--- src/hdl/pca_sma_pkg.sv ---
package pca_sma_pkg;

	localparam int FEATURES_DEFAULT = 4;
	localparam int SAMPLE_FIELDS    = 4;

	localparam int SAMPLE_W = 16;
	localparam int DIFF_W   = 17;
	localparam int SCALE_W  = 24;
	localparam int ENTRY_W  = 64;
	// Operand width of the shared multiplier: a scaled Q.16 value reaches 2^32.
	localparam int OPND_W   = 33;
	localparam int PROD_W   = 2 * OPND_W;

	localparam logic signed [ENTRY_W-1:0] ENTRY_MAX = {1'b0, {(ENTRY_W-1){1'b1}}};
	localparam logic signed [ENTRY_W-1:0] ENTRY_MIN = {1'b1, {(ENTRY_W-1){1'b0}}};
	localparam logic signed [ENTRY_W-1:0] ONE_Q32   = 64'sh0000_0001_0000_0000;

	typedef enum logic [1:0] {
		OP_CLEAR = 2'd0,
		OP_LOAD  = 2'd1,
		OP_ACC   = 2'd2,
		OP_READ  = 2'd3
	} op_t;

	typedef enum logic [1:0] {
		METHOD_CORR   = 2'd0,
		METHOD_COV    = 2'd1,
		METHOD_SSCP   = 2'd2,
		METHOD_UNUSED = 2'd3
	} method_t;

	// Position of entry (r, c) in the row-major upper triangle, diagonal included.
	function automatic int tri_index(input int r, input int c, input int f);
		int lo;
		int hi;
		lo = (r < c) ? r : c;
		hi = (r < c) ? c : r;
		return lo * f - ((lo * (lo - 1)) >>> 1) + (hi - lo);
	endfunction

	function automatic logic signed [ENTRY_W-1:0] sat_prod(input logic signed [PROD_W-1:0] p);
		logic [PROD_W-ENTRY_W:0] top;
		top = p[PROD_W-1:ENTRY_W-1];
		if (top == '0 || top == '1) begin
			return p[ENTRY_W-1:0];
		end
		return p[PROD_W-1] ? ENTRY_MIN : ENTRY_MAX;
	endfunction

	function automatic logic signed [ENTRY_W-1:0] sat_add(input logic signed [ENTRY_W-1:0] a,
			input logic signed [ENTRY_W-1:0] b);
		logic signed [ENTRY_W:0] s;
		s = {a[ENTRY_W-1], a} + {b[ENTRY_W-1], b};
		if (s[ENTRY_W] != s[ENTRY_W-1]) begin
			return s[ENTRY_W] ? ENTRY_MIN : ENTRY_MAX;
		end
		return s[ENTRY_W-1:0];
	endfunction

endpackage

--- src/hdl/pca_sma_if.sv ---
interface pca_sma_cmd_if;
	logic                                    valid;
	logic                                    ready;
	logic [1:0]                              operation;
	logic signed [pca_sma_pkg::SAMPLE_W-1:0] sample_0;
	logic signed [pca_sma_pkg::SAMPLE_W-1:0] sample_1;
	logic signed [pca_sma_pkg::SAMPLE_W-1:0] sample_2;
	logic signed [pca_sma_pkg::SAMPLE_W-1:0] sample_3;
	logic                                    cell_missing;
	logic [1:0]                              stat_feature;
	logic signed [pca_sma_pkg::SAMPLE_W-1:0] stat_mean;
	logic [pca_sma_pkg::SCALE_W-1:0]         stat_inv_scale;
	logic [1:0]                              read_row;
	logic [1:0]                              read_col;

	modport source (
		output valid, operation, sample_0, sample_1, sample_2, sample_3, cell_missing,
			stat_feature, stat_mean, stat_inv_scale, read_row, read_col,
		input  ready
	);
	modport sink (
		input  valid, operation, sample_0, sample_1, sample_2, sample_3, cell_missing,
			stat_feature, stat_mean, stat_inv_scale, read_row, read_col,
		output ready
	);
endinterface

interface pca_sma_rsp_if;
	logic                                   valid;
	logic                                   ready;
	logic signed [pca_sma_pkg::ENTRY_W-1:0] entry_value;

	modport source (output valid, entry_value, input ready);
	modport sink (input valid, entry_value, output ready);
endinterface

--- src/hdl/pca_sma_ram.sv ---
module pca_sma_ram #(
	parameter int WIDTH = 64,
	parameter int DEPTH = 10
) (
	input  logic                     clk,
	input  logic                     we,
	input  logic [$clog2(DEPTH)-1:0] waddr,
	input  logic [WIDTH-1:0]         wdata,
	input  logic                     re,
	input  logic [$clog2(DEPTH)-1:0] raddr,
	output logic [WIDTH-1:0]         rdata
);

	logic [WIDTH-1:0] mem [DEPTH];

	always_ff @(posedge clk) begin
		if (we) begin
			mem[waddr] <= wdata;
		end
		if (re) begin
			rdata <= mem[raddr];
		end
	end

endmodule

--- src/hdl/pca_scatter_matrix_accumulator_top.sv ---
// Scatter-matrix accumulator: builds the upper triangle of a FEATURES x FEATURES
// correlation, covariance or SSCP matrix in a one-read, one-write RAM of 64-bit
// saturating accumulators, one cell per accumulate transfer. Clear and load
// transfers act as they are accepted; a read passes through S_READ and waits there
// only while the output register is still full. An accumulate passes through S_SCALE,
// S_MAC and S_DRAIN, paced by the single shared multiplier, which first scales one
// feature per cycle and then forms one pair product per cycle, each read-modified-written
// through the accumulator RAM. A cell marked missing is accepted and changes nothing.
// The method register may only be written while the block is idle.
module pca_scatter_matrix_accumulator_top #(
	parameter int FEATURES = pca_sma_pkg::FEATURES_DEFAULT
) (
	input  logic                 clk,
	input  logic                 arst_n,
	input  logic                 cfg_we,
	input  logic [1:0]           cfg_wdata,
	pca_sma_cmd_if.sink          cmd,
	pca_sma_rsp_if.source        rsp
);

	localparam int PAIRS = FEATURES * (FEATURES + 1) / 2;
	localparam int FW    = $clog2(FEATURES);
	localparam int AW    = $clog2(PAIRS);
	localparam int VW    = pca_sma_pkg::OPND_W;
	localparam int EW    = pca_sma_pkg::ENTRY_W;
	localparam int SW    = pca_sma_pkg::SAMPLE_W;
	localparam int DW    = pca_sma_pkg::DIFF_W;
	localparam int CW    = pca_sma_pkg::SCALE_W;
	localparam int PW    = pca_sma_pkg::PROD_W;

	typedef enum logic [2:0] {
		S_IDLE,
		S_SCALE,
		S_MAC,
		S_DRAIN,
		S_READ
	} state_t;

	state_t                 state_q;
	logic [1:0]             method_q;
	logic [FW-1:0]          r_q;
	logic [FW-1:0]          c_q;
	logic [AW-1:0]          addr_q;
	logic [PAIRS-1:0]       valid_q;
	logic                   out_valid_q;
	logic signed [EW-1:0]   entry_value_q;
	logic                   rd_zero_q;
	logic                   rd_one_q;
	logic [AW-1:0]          rd_addr_q;

	logic signed [SW-1:0]   mean_q   [FEATURES];
	logic [CW-1:0]          scale_q  [FEATURES];
	logic signed [SW-1:0]   sample_q [FEATURES];
	logic signed [VW-1:0]   v_q      [FEATURES];
	logic signed [VW-1:0]   v_r_q;

	logic                   scale_s1;
	logic                   wr_s1;
	logic [FW-1:0]          idx_s1;
	logic [AW-1:0]          addr_s1;
	logic signed [PW-1:0]   prod_s1;

	logic signed [SW-1:0]   smp     [pca_sma_pkg::SAMPLE_FIELDS];
	logic signed [SW-1:0]   smp_ext [FEATURES];

	logic                   accept;
	logic                   corr;
	logic                   take_acc;
	logic                   take_read;
	logic                   rd_in_range;
	logic [AW-1:0]          rd_addr;
	logic                   c_last;
	logic                   r_last;
	logic                   diag;
	logic signed [DW-1:0]   diff;
	logic signed [VW-1:0]   vc;
	logic signed [VW-1:0]   mul_a;
	logic signed [VW-1:0]   mul_b;
	logic signed [PW-1:0]   prod;
	logic                   ram_re;
	logic [AW-1:0]          ram_raddr;
	logic [EW-1:0]          ram_rdata;
	logic signed [EW-1:0]   acc_old;
	logic signed [EW-1:0]   acc_new;
	logic signed [EW-1:0]   rd_value;
	logic                   out_free;

	assign accept    = cmd.valid && cmd.ready;
	assign corr      = method_q != pca_sma_pkg::METHOD_COV && method_q != pca_sma_pkg::METHOD_SSCP;
	assign take_acc  = accept && cmd.operation == pca_sma_pkg::OP_ACC && !cmd.cell_missing;
	assign take_read = accept && cmd.operation == pca_sma_pkg::OP_READ;
	assign cmd.ready = state_q == S_IDLE;

	assign rd_in_range = int'(cmd.read_row) < FEATURES && int'(cmd.read_col) < FEATURES;
	assign rd_addr     = rd_in_range ?
		AW'(pca_sma_pkg::tri_index(int'(cmd.read_row), int'(cmd.read_col), FEATURES)) : '0;

	assign smp[0] = cmd.sample_0;
	assign smp[1] = cmd.sample_1;
	assign smp[2] = cmd.sample_2;
	assign smp[3] = cmd.sample_3;

	for (genvar g = 0; g < FEATURES; g++) begin : g_smp
		if (g < pca_sma_pkg::SAMPLE_FIELDS) begin : g_field
			assign smp_ext[g] = smp[g];
		end else begin : g_zero
			assign smp_ext[g] = '0;
		end
	end

	assign c_last = c_q == FW'(FEATURES - 1);
	assign r_last = r_q == FW'(FEATURES - 1);
	assign diag   = r_q == c_q;

	// Shared multiplier: scaling of one feature per cycle, then one pair product.
	assign diff = DW'(sample_q[c_q]) - DW'(mean_q[c_q]);
	assign vc   = v_q[c_q];

	always_comb begin
		if (state_q == S_MAC) begin
			mul_a = diag ? vc : v_r_q;
			mul_b = vc;
		end else begin
			mul_a = (method_q == pca_sma_pkg::METHOD_SSCP) ? VW'(sample_q[c_q]) : VW'(diff);
			mul_b = corr ? VW'({1'b0, scale_q[c_q]}) : VW'(1);
		end
	end

	assign prod = mul_a * mul_b;

	assign ram_re    = take_read || state_q == S_MAC;
	assign ram_raddr = (state_q == S_MAC) ? addr_q : rd_addr;

	assign acc_old  = valid_q[addr_s1] ? ram_rdata : '0;
	assign acc_new  = pca_sma_pkg::sat_add(acc_old, pca_sma_pkg::sat_prod(prod_s1));
	assign rd_value = rd_zero_q ? '0 :
		rd_one_q ? pca_sma_pkg::ONE_Q32 :
		valid_q[rd_addr_q] ? ram_rdata : '0;
	assign out_free = !out_valid_q || rsp.ready;

	pca_sma_ram #(
		.WIDTH (EW),
		.DEPTH (PAIRS)
	) u_acc_ram (
		.clk   (clk),
		.we    (wr_s1),
		.waddr (addr_s1),
		.wdata (acc_new),
		.re    (ram_re),
		.raddr (ram_raddr),
		.rdata (ram_rdata)
	);

	always_ff @(posedge clk or negedge arst_n) begin
		if (!arst_n) begin
			state_q       <= S_IDLE;
			method_q      <= pca_sma_pkg::METHOD_COV;
			r_q           <= '0;
			c_q           <= '0;
			addr_q        <= '0;
			valid_q       <= '0;
			out_valid_q   <= 1'b0;
			entry_value_q <= '0;
			scale_s1      <= 1'b0;
			wr_s1         <= 1'b0;
		end else begin
			if (cfg_we) begin
				method_q <= cfg_wdata;
			end
			// A read that is finishing refills the result register itself.
			if (out_valid_q && rsp.ready && state_q != S_READ) begin
				out_valid_q <= 1'b0;
			end
			scale_s1 <= state_q == S_SCALE;
			wr_s1    <= state_q == S_MAC && !(corr && diag);
			if (wr_s1) begin
				valid_q[addr_s1] <= 1'b1;
			end
			case (state_q)
				S_IDLE: begin
					if (accept && cmd.operation == pca_sma_pkg::OP_CLEAR) begin
						valid_q <= '0;
					end
					if (take_acc) begin
						c_q     <= '0;
						state_q <= S_SCALE;
					end
					if (take_read) begin
						state_q <= S_READ;
					end
				end
				S_SCALE: begin
					if (c_last) begin
						r_q     <= '0;
						c_q     <= '0;
						addr_q  <= '0;
						state_q <= S_MAC;
					end else begin
						c_q <= c_q + 1'b1;
					end
				end
				S_MAC: begin
					addr_q <= addr_q + 1'b1;
					if (c_last) begin
						if (r_last) begin
							state_q <= S_DRAIN;
						end else begin
							r_q <= r_q + 1'b1;
							c_q <= r_q + 1'b1;
						end
					end else begin
						c_q <= c_q + 1'b1;
					end
				end
				S_DRAIN: begin
					state_q <= S_IDLE;
				end
				S_READ: begin
					// The RAM holds its read data until the result register frees up.
					if (out_free) begin
						out_valid_q   <= 1'b1;
						entry_value_q <= rd_value;
						state_q       <= S_IDLE;
					end
				end
				default: begin
					state_q <= S_IDLE;
				end
			endcase
		end
	end

	always_ff @(posedge clk or negedge arst_n) begin
		if (!arst_n) begin
			for (int f = 0; f < FEATURES; f++) begin
				mean_q[f]  <= '0;
				scale_q[f] <= '0;
			end
		end else if (accept && cmd.operation == pca_sma_pkg::OP_LOAD
				&& int'(cmd.stat_feature) < FEATURES) begin
			mean_q[FW'(cmd.stat_feature)]  <= cmd.stat_mean;
			scale_q[FW'(cmd.stat_feature)] <= cmd.stat_inv_scale;
		end
	end

	always_ff @(posedge clk) begin
		if (take_acc) begin
			sample_q <= smp_ext;
		end
		if (take_read) begin
			rd_zero_q <= !rd_in_range;
			rd_one_q  <= corr && cmd.read_row == cmd.read_col;
			rd_addr_q <= rd_addr;
		end
		if (state_q == S_MAC && diag) begin
			v_r_q <= vc;
		end
		prod_s1 <= prod;
		idx_s1  <= c_q;
		addr_s1 <= addr_q;
		// Correlation keeps floor(d * inv_scale / 256); the other methods keep d or s.
		if (scale_s1) begin
			v_q[idx_s1] <= corr ? prod_s1[VW+7:8] : prod_s1[VW-1:0];
		end
	end

	assign rsp.valid       = out_valid_q;
	assign rsp.entry_value = entry_value_q;

endmodule

--- src/flat_wrapper.sv ---
// flat-port wrapper written by rule: the top's interface ports become plain ports
module pca_scatter_matrix_accumulator_top_flat 
#(
	parameter int FEATURES = pca_sma_pkg::FEATURES_DEFAULT
)
  (clk, arst_n, cfg_we, cfg_wdata, cmd_valid, cmd_operation, cmd_sample_0, cmd_sample_1, cmd_sample_2, cmd_sample_3, cmd_cell_missing, cmd_stat_feature, cmd_stat_mean, cmd_stat_inv_scale, cmd_read_row, cmd_read_col, cmd_ready, rsp_valid, rsp_entry_value, rsp_ready);
  pca_sma_cmd_if cmd_i ();
  pca_sma_rsp_if rsp_i ();
  input  logic clk;
  input  logic arst_n;
  input  logic cfg_we;
  input  logic [1:0] cfg_wdata;
  input wire logic [$bits(cmd_i.valid)-1:0] cmd_valid;
  input wire logic [$bits(cmd_i.operation)-1:0] cmd_operation;
  input wire logic [$bits(cmd_i.sample_0)-1:0] cmd_sample_0;
  input wire logic [$bits(cmd_i.sample_1)-1:0] cmd_sample_1;
  input wire logic [$bits(cmd_i.sample_2)-1:0] cmd_sample_2;
  input wire logic [$bits(cmd_i.sample_3)-1:0] cmd_sample_3;
  input wire logic [$bits(cmd_i.cell_missing)-1:0] cmd_cell_missing;
  input wire logic [$bits(cmd_i.stat_feature)-1:0] cmd_stat_feature;
  input wire logic [$bits(cmd_i.stat_mean)-1:0] cmd_stat_mean;
  input wire logic [$bits(cmd_i.stat_inv_scale)-1:0] cmd_stat_inv_scale;
  input wire logic [$bits(cmd_i.read_row)-1:0] cmd_read_row;
  input wire logic [$bits(cmd_i.read_col)-1:0] cmd_read_col;
  output wire logic [$bits(cmd_i.ready)-1:0] cmd_ready;
  output wire logic [$bits(rsp_i.valid)-1:0] rsp_valid;
  output wire logic [$bits(rsp_i.entry_value)-1:0] rsp_entry_value;
  input wire logic [$bits(rsp_i.ready)-1:0] rsp_ready;
  assign cmd_i.valid = cmd_valid;
  assign cmd_i.operation = cmd_operation;
  assign cmd_i.sample_0 = cmd_sample_0;
  assign cmd_i.sample_1 = cmd_sample_1;
  assign cmd_i.sample_2 = cmd_sample_2;
  assign cmd_i.sample_3 = cmd_sample_3;
  assign cmd_i.cell_missing = cmd_cell_missing;
  assign cmd_i.stat_feature = cmd_stat_feature;
  assign cmd_i.stat_mean = cmd_stat_mean;
  assign cmd_i.stat_inv_scale = cmd_stat_inv_scale;
  assign cmd_i.read_row = cmd_read_row;
  assign cmd_i.read_col = cmd_read_col;
  assign cmd_ready = cmd_i.ready;
  assign rsp_valid = rsp_i.valid;
  assign rsp_entry_value = rsp_i.entry_value;
  assign rsp_i.ready = rsp_ready;
  pca_scatter_matrix_accumulator_top #(.FEATURES(FEATURES)) u_core (.clk(clk), .arst_n(arst_n), .cfg_we(cfg_we), .cfg_wdata(cfg_wdata), .cmd(cmd_i), .rsp(rsp_i));
endmodule
--- config.mk ---
export PLATFORM = sky130hd
export DESIGN_NAME = pca_scatter_matrix_accumulator_top_flat
export DESIGN_NICKNAME = d
export VERILOG_FILES = /design/src/hdl/pca_sma_pkg.sv /design/src/hdl/pca_sma_if.sv /design/src/hdl/pca_sma_ram.sv /design/src/hdl/pca_scatter_matrix_accumulator_top.sv /design/src/flat_wrapper.sv
export SDC_FILE = /design/constraint.sdc
export NUM_CORES = 2
export LEC_CHECK = 0
export ABC_CLOCK_PERIOD_IN_PS = 36800
export BUFFER_PORTS_ARGS = -buffer_cell sky130_fd_sc_hd__buf_2
export CAP_MARGIN = 30
export CORE_UTILIZATION = 30
export CTS_CLUSTER_DIAMETER = 100
export DETAILED_ROUTE_END_ITERATION = 10
export SYNTH_ARGS = -nofsm -noshare
export SYNTH_HDL_FRONTEND = slang
export SYNTH_SLANG_ARGS = --single-unit
--- constraint.sdc ---
create_clock -name clk -period 36.8 [get_ports clk]
set_input_delay 7.36 -clock clk [delete_from_list [all_inputs] [get_ports clk]]
set_output_delay 7.36 -clock clk [all_outputs]
set_load 0.05 [all_outputs]
==> results.md <==
* Status: finished clean
* Worst path slowest cell: buf_4
* Worst Max-Slew Pin Slew at 1100 ps
* Core area at 309,000 um2
* DR iter-0 viols at 6,584
* Syn_nets at 10,200
* Post-Synth XOR/XNOR Area at 1.38%
* DR vias/cell at 5.10
* Critical path's most frequent cell: fa_1
* Synth Area in Adders at 28.7%
* CP Class: register to register
* Req. time, crit path at 37,510 ps
* TritonCTS clock tree: done
* Vias at 65,800
* Post-cts sizing count at 0
* Longest Clk Path Bufs at 3
* Fin. Hold Viols at 0
* GRT Residual Overflow at 0
* I/O pins at 186
* CTS root buffer: clkbuf_16
* Max frequency at 0.0728 GHz
* Critical Path AT at 14,450 ps
* Max incr delay on CP at 810 ps
* Detailed Place HPWL at 217,000 um
* Die Wd at 560 um
* Pre-Repair DR Iteration Count at 8
* Max-Slew Margin vs Limit at 26.7%
* Mapped Cells at 8,656
* Seq/Total Area, Yosys at 38.4%
* Pin count of the biggest net entering global routing at 96
* Syn_area_per_cell at 10.8 um2
* Initial antenna violation count at 20
* Max-slew violations at 0
* Tmin final at 13,740 ps
* Crit-path max FO at 95
* # rows at 204
* CTS H-tree lvls at 4
* Fill count at 30,900
* Worst setup EP type: register
* Hold_buf cts at 0
* Synth Area in Simple Gates at 12.7%
* Synthesized cell area at 93,500 um2
* Nets at 10,300
* Final Setup Violations at 0
* Final WL at 297,000 um
* Post-synthesis mux area share at 5.02%
* Number of global-route vias before repair at 68,800
* Synth warnings at 0
* Clk slew on worst S/H paths at 60 ps
* TNS Setup at 0 ps
* First-pass GRT wire length at 450,000 um
* MaxCap Viol Count at 0
* Yosys reg bits at 1,260
* # DRC at 0
* Largest family of logic cells by synthesized area: adder cells
* Post-synth ARST share at 19.8%
* Post-synth EDFFs at 938
* Most used DFF post-synth: edfxtp_1
* Worst skew pair latency at 780 ps
* Starting Density at 30.2%
* Unique cell type count in the Yosys netlist at 90
* Gr usage total at 19.0%
* Final cycle utilization of the critical path at 37.3%
* Die Area at 314,000 um2
* Per-cell routed wire length at 23.0 um
* Min-delay worst type: register to register
* Post-CTS setup repair buffer count at 0
* Clock Skews at 74.6 ps
* PortBufs at 185
* Crit start category: register
* Complex-gate fraction of the synthesized area at 6.70%
* GPL Wtd Cong at 0.953
* CTS buffer count at 133
* Layout cells sized above 1 at 10.6%
* Synth-to-Final Area Change at 11.3%
* Post-DRT Antenna Nets at 0
* Sinks on the clock net at 1,260
* Die Span Y at 560 um
* RSZ-0062 raised after global routing: false
synthesized netlist by cell type, types with 9 or more instances:
| cell type | count | share of area, % |
|---|---|---|
| nand4_1 | 32 | 0.21 |
| and3_1 | 32 | 0.21 |
| nor2b_1 | 22 | 0.15 |
| nand3_1 | 345 | 1.8 |
| clkbuf_1 | 381 | 1.5 |
| a31oi_1 | 16 | 0.11 |
| xnor2_1 | 93 | 0.87 |
| a22o_1 | 67 | 0.63 |
| a21boi_0 | 9 | 0.072 |
| a21o_1 | 62 | 0.50 |
| edfxtp_1 | 938 | 30 |
| o21ai_1 | 24 | 0.13 |
| buf_1 | 33 | 0.13 |
| nand2_1 | 1273 | 5.1 |
| or3_1 | 11 | 0.074 |
| xor2_1 | 51 | 0.48 |
| a21oi_1 | 367 | 2.0 |
| nand2b_1 | 24 | 0.16 |
| o31ai_1 | 12 | 0.096 |
| dfrtp_1 | 249 | 6.7 |
| nor2_1 | 492 | 2.0 |
| a21oi_2 | 10 | 0.094 |
| mux2_2 | 220 | 2.7 |
| o21bai_1 | 32 | 0.26 |
| fa_1 | 1147 | 25 |
| mux4_2 | 69 | 1.7 |
| inv_1 | 1262 | 5.1 |
| o211ai_1 | 24 | 0.19 |
| ha_1 | 309 | 4.1 |
| nor3_1 | 246 | 1.3 |
| o21ai_0 | 138 | 0.74 |
| and2_1 | 200 | 1.3 |
| dfxtp_1 | 72 | 1.5 |
| a211oi_1 | 98 | 0.79 |
| o22ai_1 | 12 | 0.080 |
| buf_4 | 10 | 0.080 |
| o21a_1 | 51 | 0.41 |
| buf_2 | 50 | 0.27 |
| mux2i_1 | 66 | 0.71 |
registers in the layout, indices dropped and copies added (netlist names), 10 cells and up:
signal                  flops
u_core.u_acc_ram.mem      640
u_core.v_q                132
u_core.scale_q             96
u_core.prod_s1             66
u_core.mean_q              64
u_core.rsp.entry_value     64
u_core.sample_q            64
u_core.u_acc_ram.rdata     64
u_core.v_r_q               33
u_core.valid_q             10
worst paths after layout:
kind / start / end / slack [ps] / depth (start not counted)
min in group asynchronous: arst_n / u_core.rsp.entry_value[15] / 6530 / 1
hold reg to reg: u_core.rsp.entry_value[32] / u_core.rsp.entry_value[32] / 480 / 2
max in group asynchronous: arst_n / u_core.scale_q[12] / 28060 / 3
setup / recovery: u_core.c_q[1] / u_core.prod_s1[63] / 23060 / 42
hold / removal: u_core.rsp.entry_value[32] / u_core.rsp.entry_value[32] / 480 / 2
setup reg to reg: u_core.c_q[1] / u_core.prod_s1[63] / 23060 / 42
layout by cell type (no fill, tap or decap), types with 135 or more instances in the layout:
| cell | Yosys | routed |
|---|---|---|
| dfrtp_1 | 249 | 247 |
| a21oi_1 | 367 | 363 |
| fa_1 | 1147 | 1147 |
| nor3_1 | 246 | 243 |
| inv_1 | 1262 | 1262 |
| mux2_2 | 220 | 219 |
| nand3_1 | 345 | 343 |
| ha_1 | 309 | 308 |
| nor2_1 | 492 | 483 |
| buf_2 | 50 | 184 |
| edfxtp_1 | 938 | 938 |
| and2_1 | 200 | 196 |
| buf_4 | 10 | 168 |
| nand2_1 | 1273 | 1268 |
| clkbuf_16 | 0 | 135 |
per-stage QoR:
step                      area, um2  setup slack [ps]  hold slack, ps  utilization (%)  instances
after CTS                    104000             22680             477             33.6      12900
final                        104000             23060             484             33.6      12900
after detailed placement      99500             22770             459             32.2      12700
after floorplan               93500             20720             366                -       8656
after global routing         104000             22520             480             33.6      12900
after global placement        99300             22680             447             32.1      12600
final cells by class:
class | count | area (um2) | share of cell area (%)
tap | 4120 | 5150 | 4.96
clock buffer | 182 | 3640 | 3.50
antenna | 3 | 7.51 | 0.00722
inverter | 1264 | 4740 | 4.56
sequential | 1260 | 35900 | 34.5
multi-input combinational | 5656 | 51300 | 49.3
timing repair buffer | 370 | 2540 | 2.44
clock inverter | 59 | 727 | 0.699
routing by layer:
metal | vias up | share of wire [%] | GRT usage, %
met2 | 2936 | 46 | 30.1
met5 | - | 0.017 | 0
li1 | 28400 | - | -
met3 | 577 | 8.3 | 3.43
met4 | 8 | 4.5 | 7.89
met1 | 33900 | 41 | 25.5
critical path: cells and delay by family (launching register included):
kind / cells / cell delay (ps)
adder cells (fa/ha/maj): 11 / 5350
XOR/XNOR: 1 / 170
buffers and inverters: 10 / 2530
flip-flops: 1 / 630
multiplexers: 1 / 430
AND/OR/NAND/NOR: 5 / 1060
AO/OA/AOI/OAI: 14 / 3280
cell families after synthesis:
kind of cell / Yosys count
AOI/OAI and AO/OA: 984
xor gates and xnor gates: 145
and+or+nand+nor: 2712
adders and majority gates: 1460
muxes: 355
buffers and inverters: 1740
DFF: 1260
Power is not shown: default switching activity piles up to over one toggle a cycle in this logic, so the estimate is an artifact.
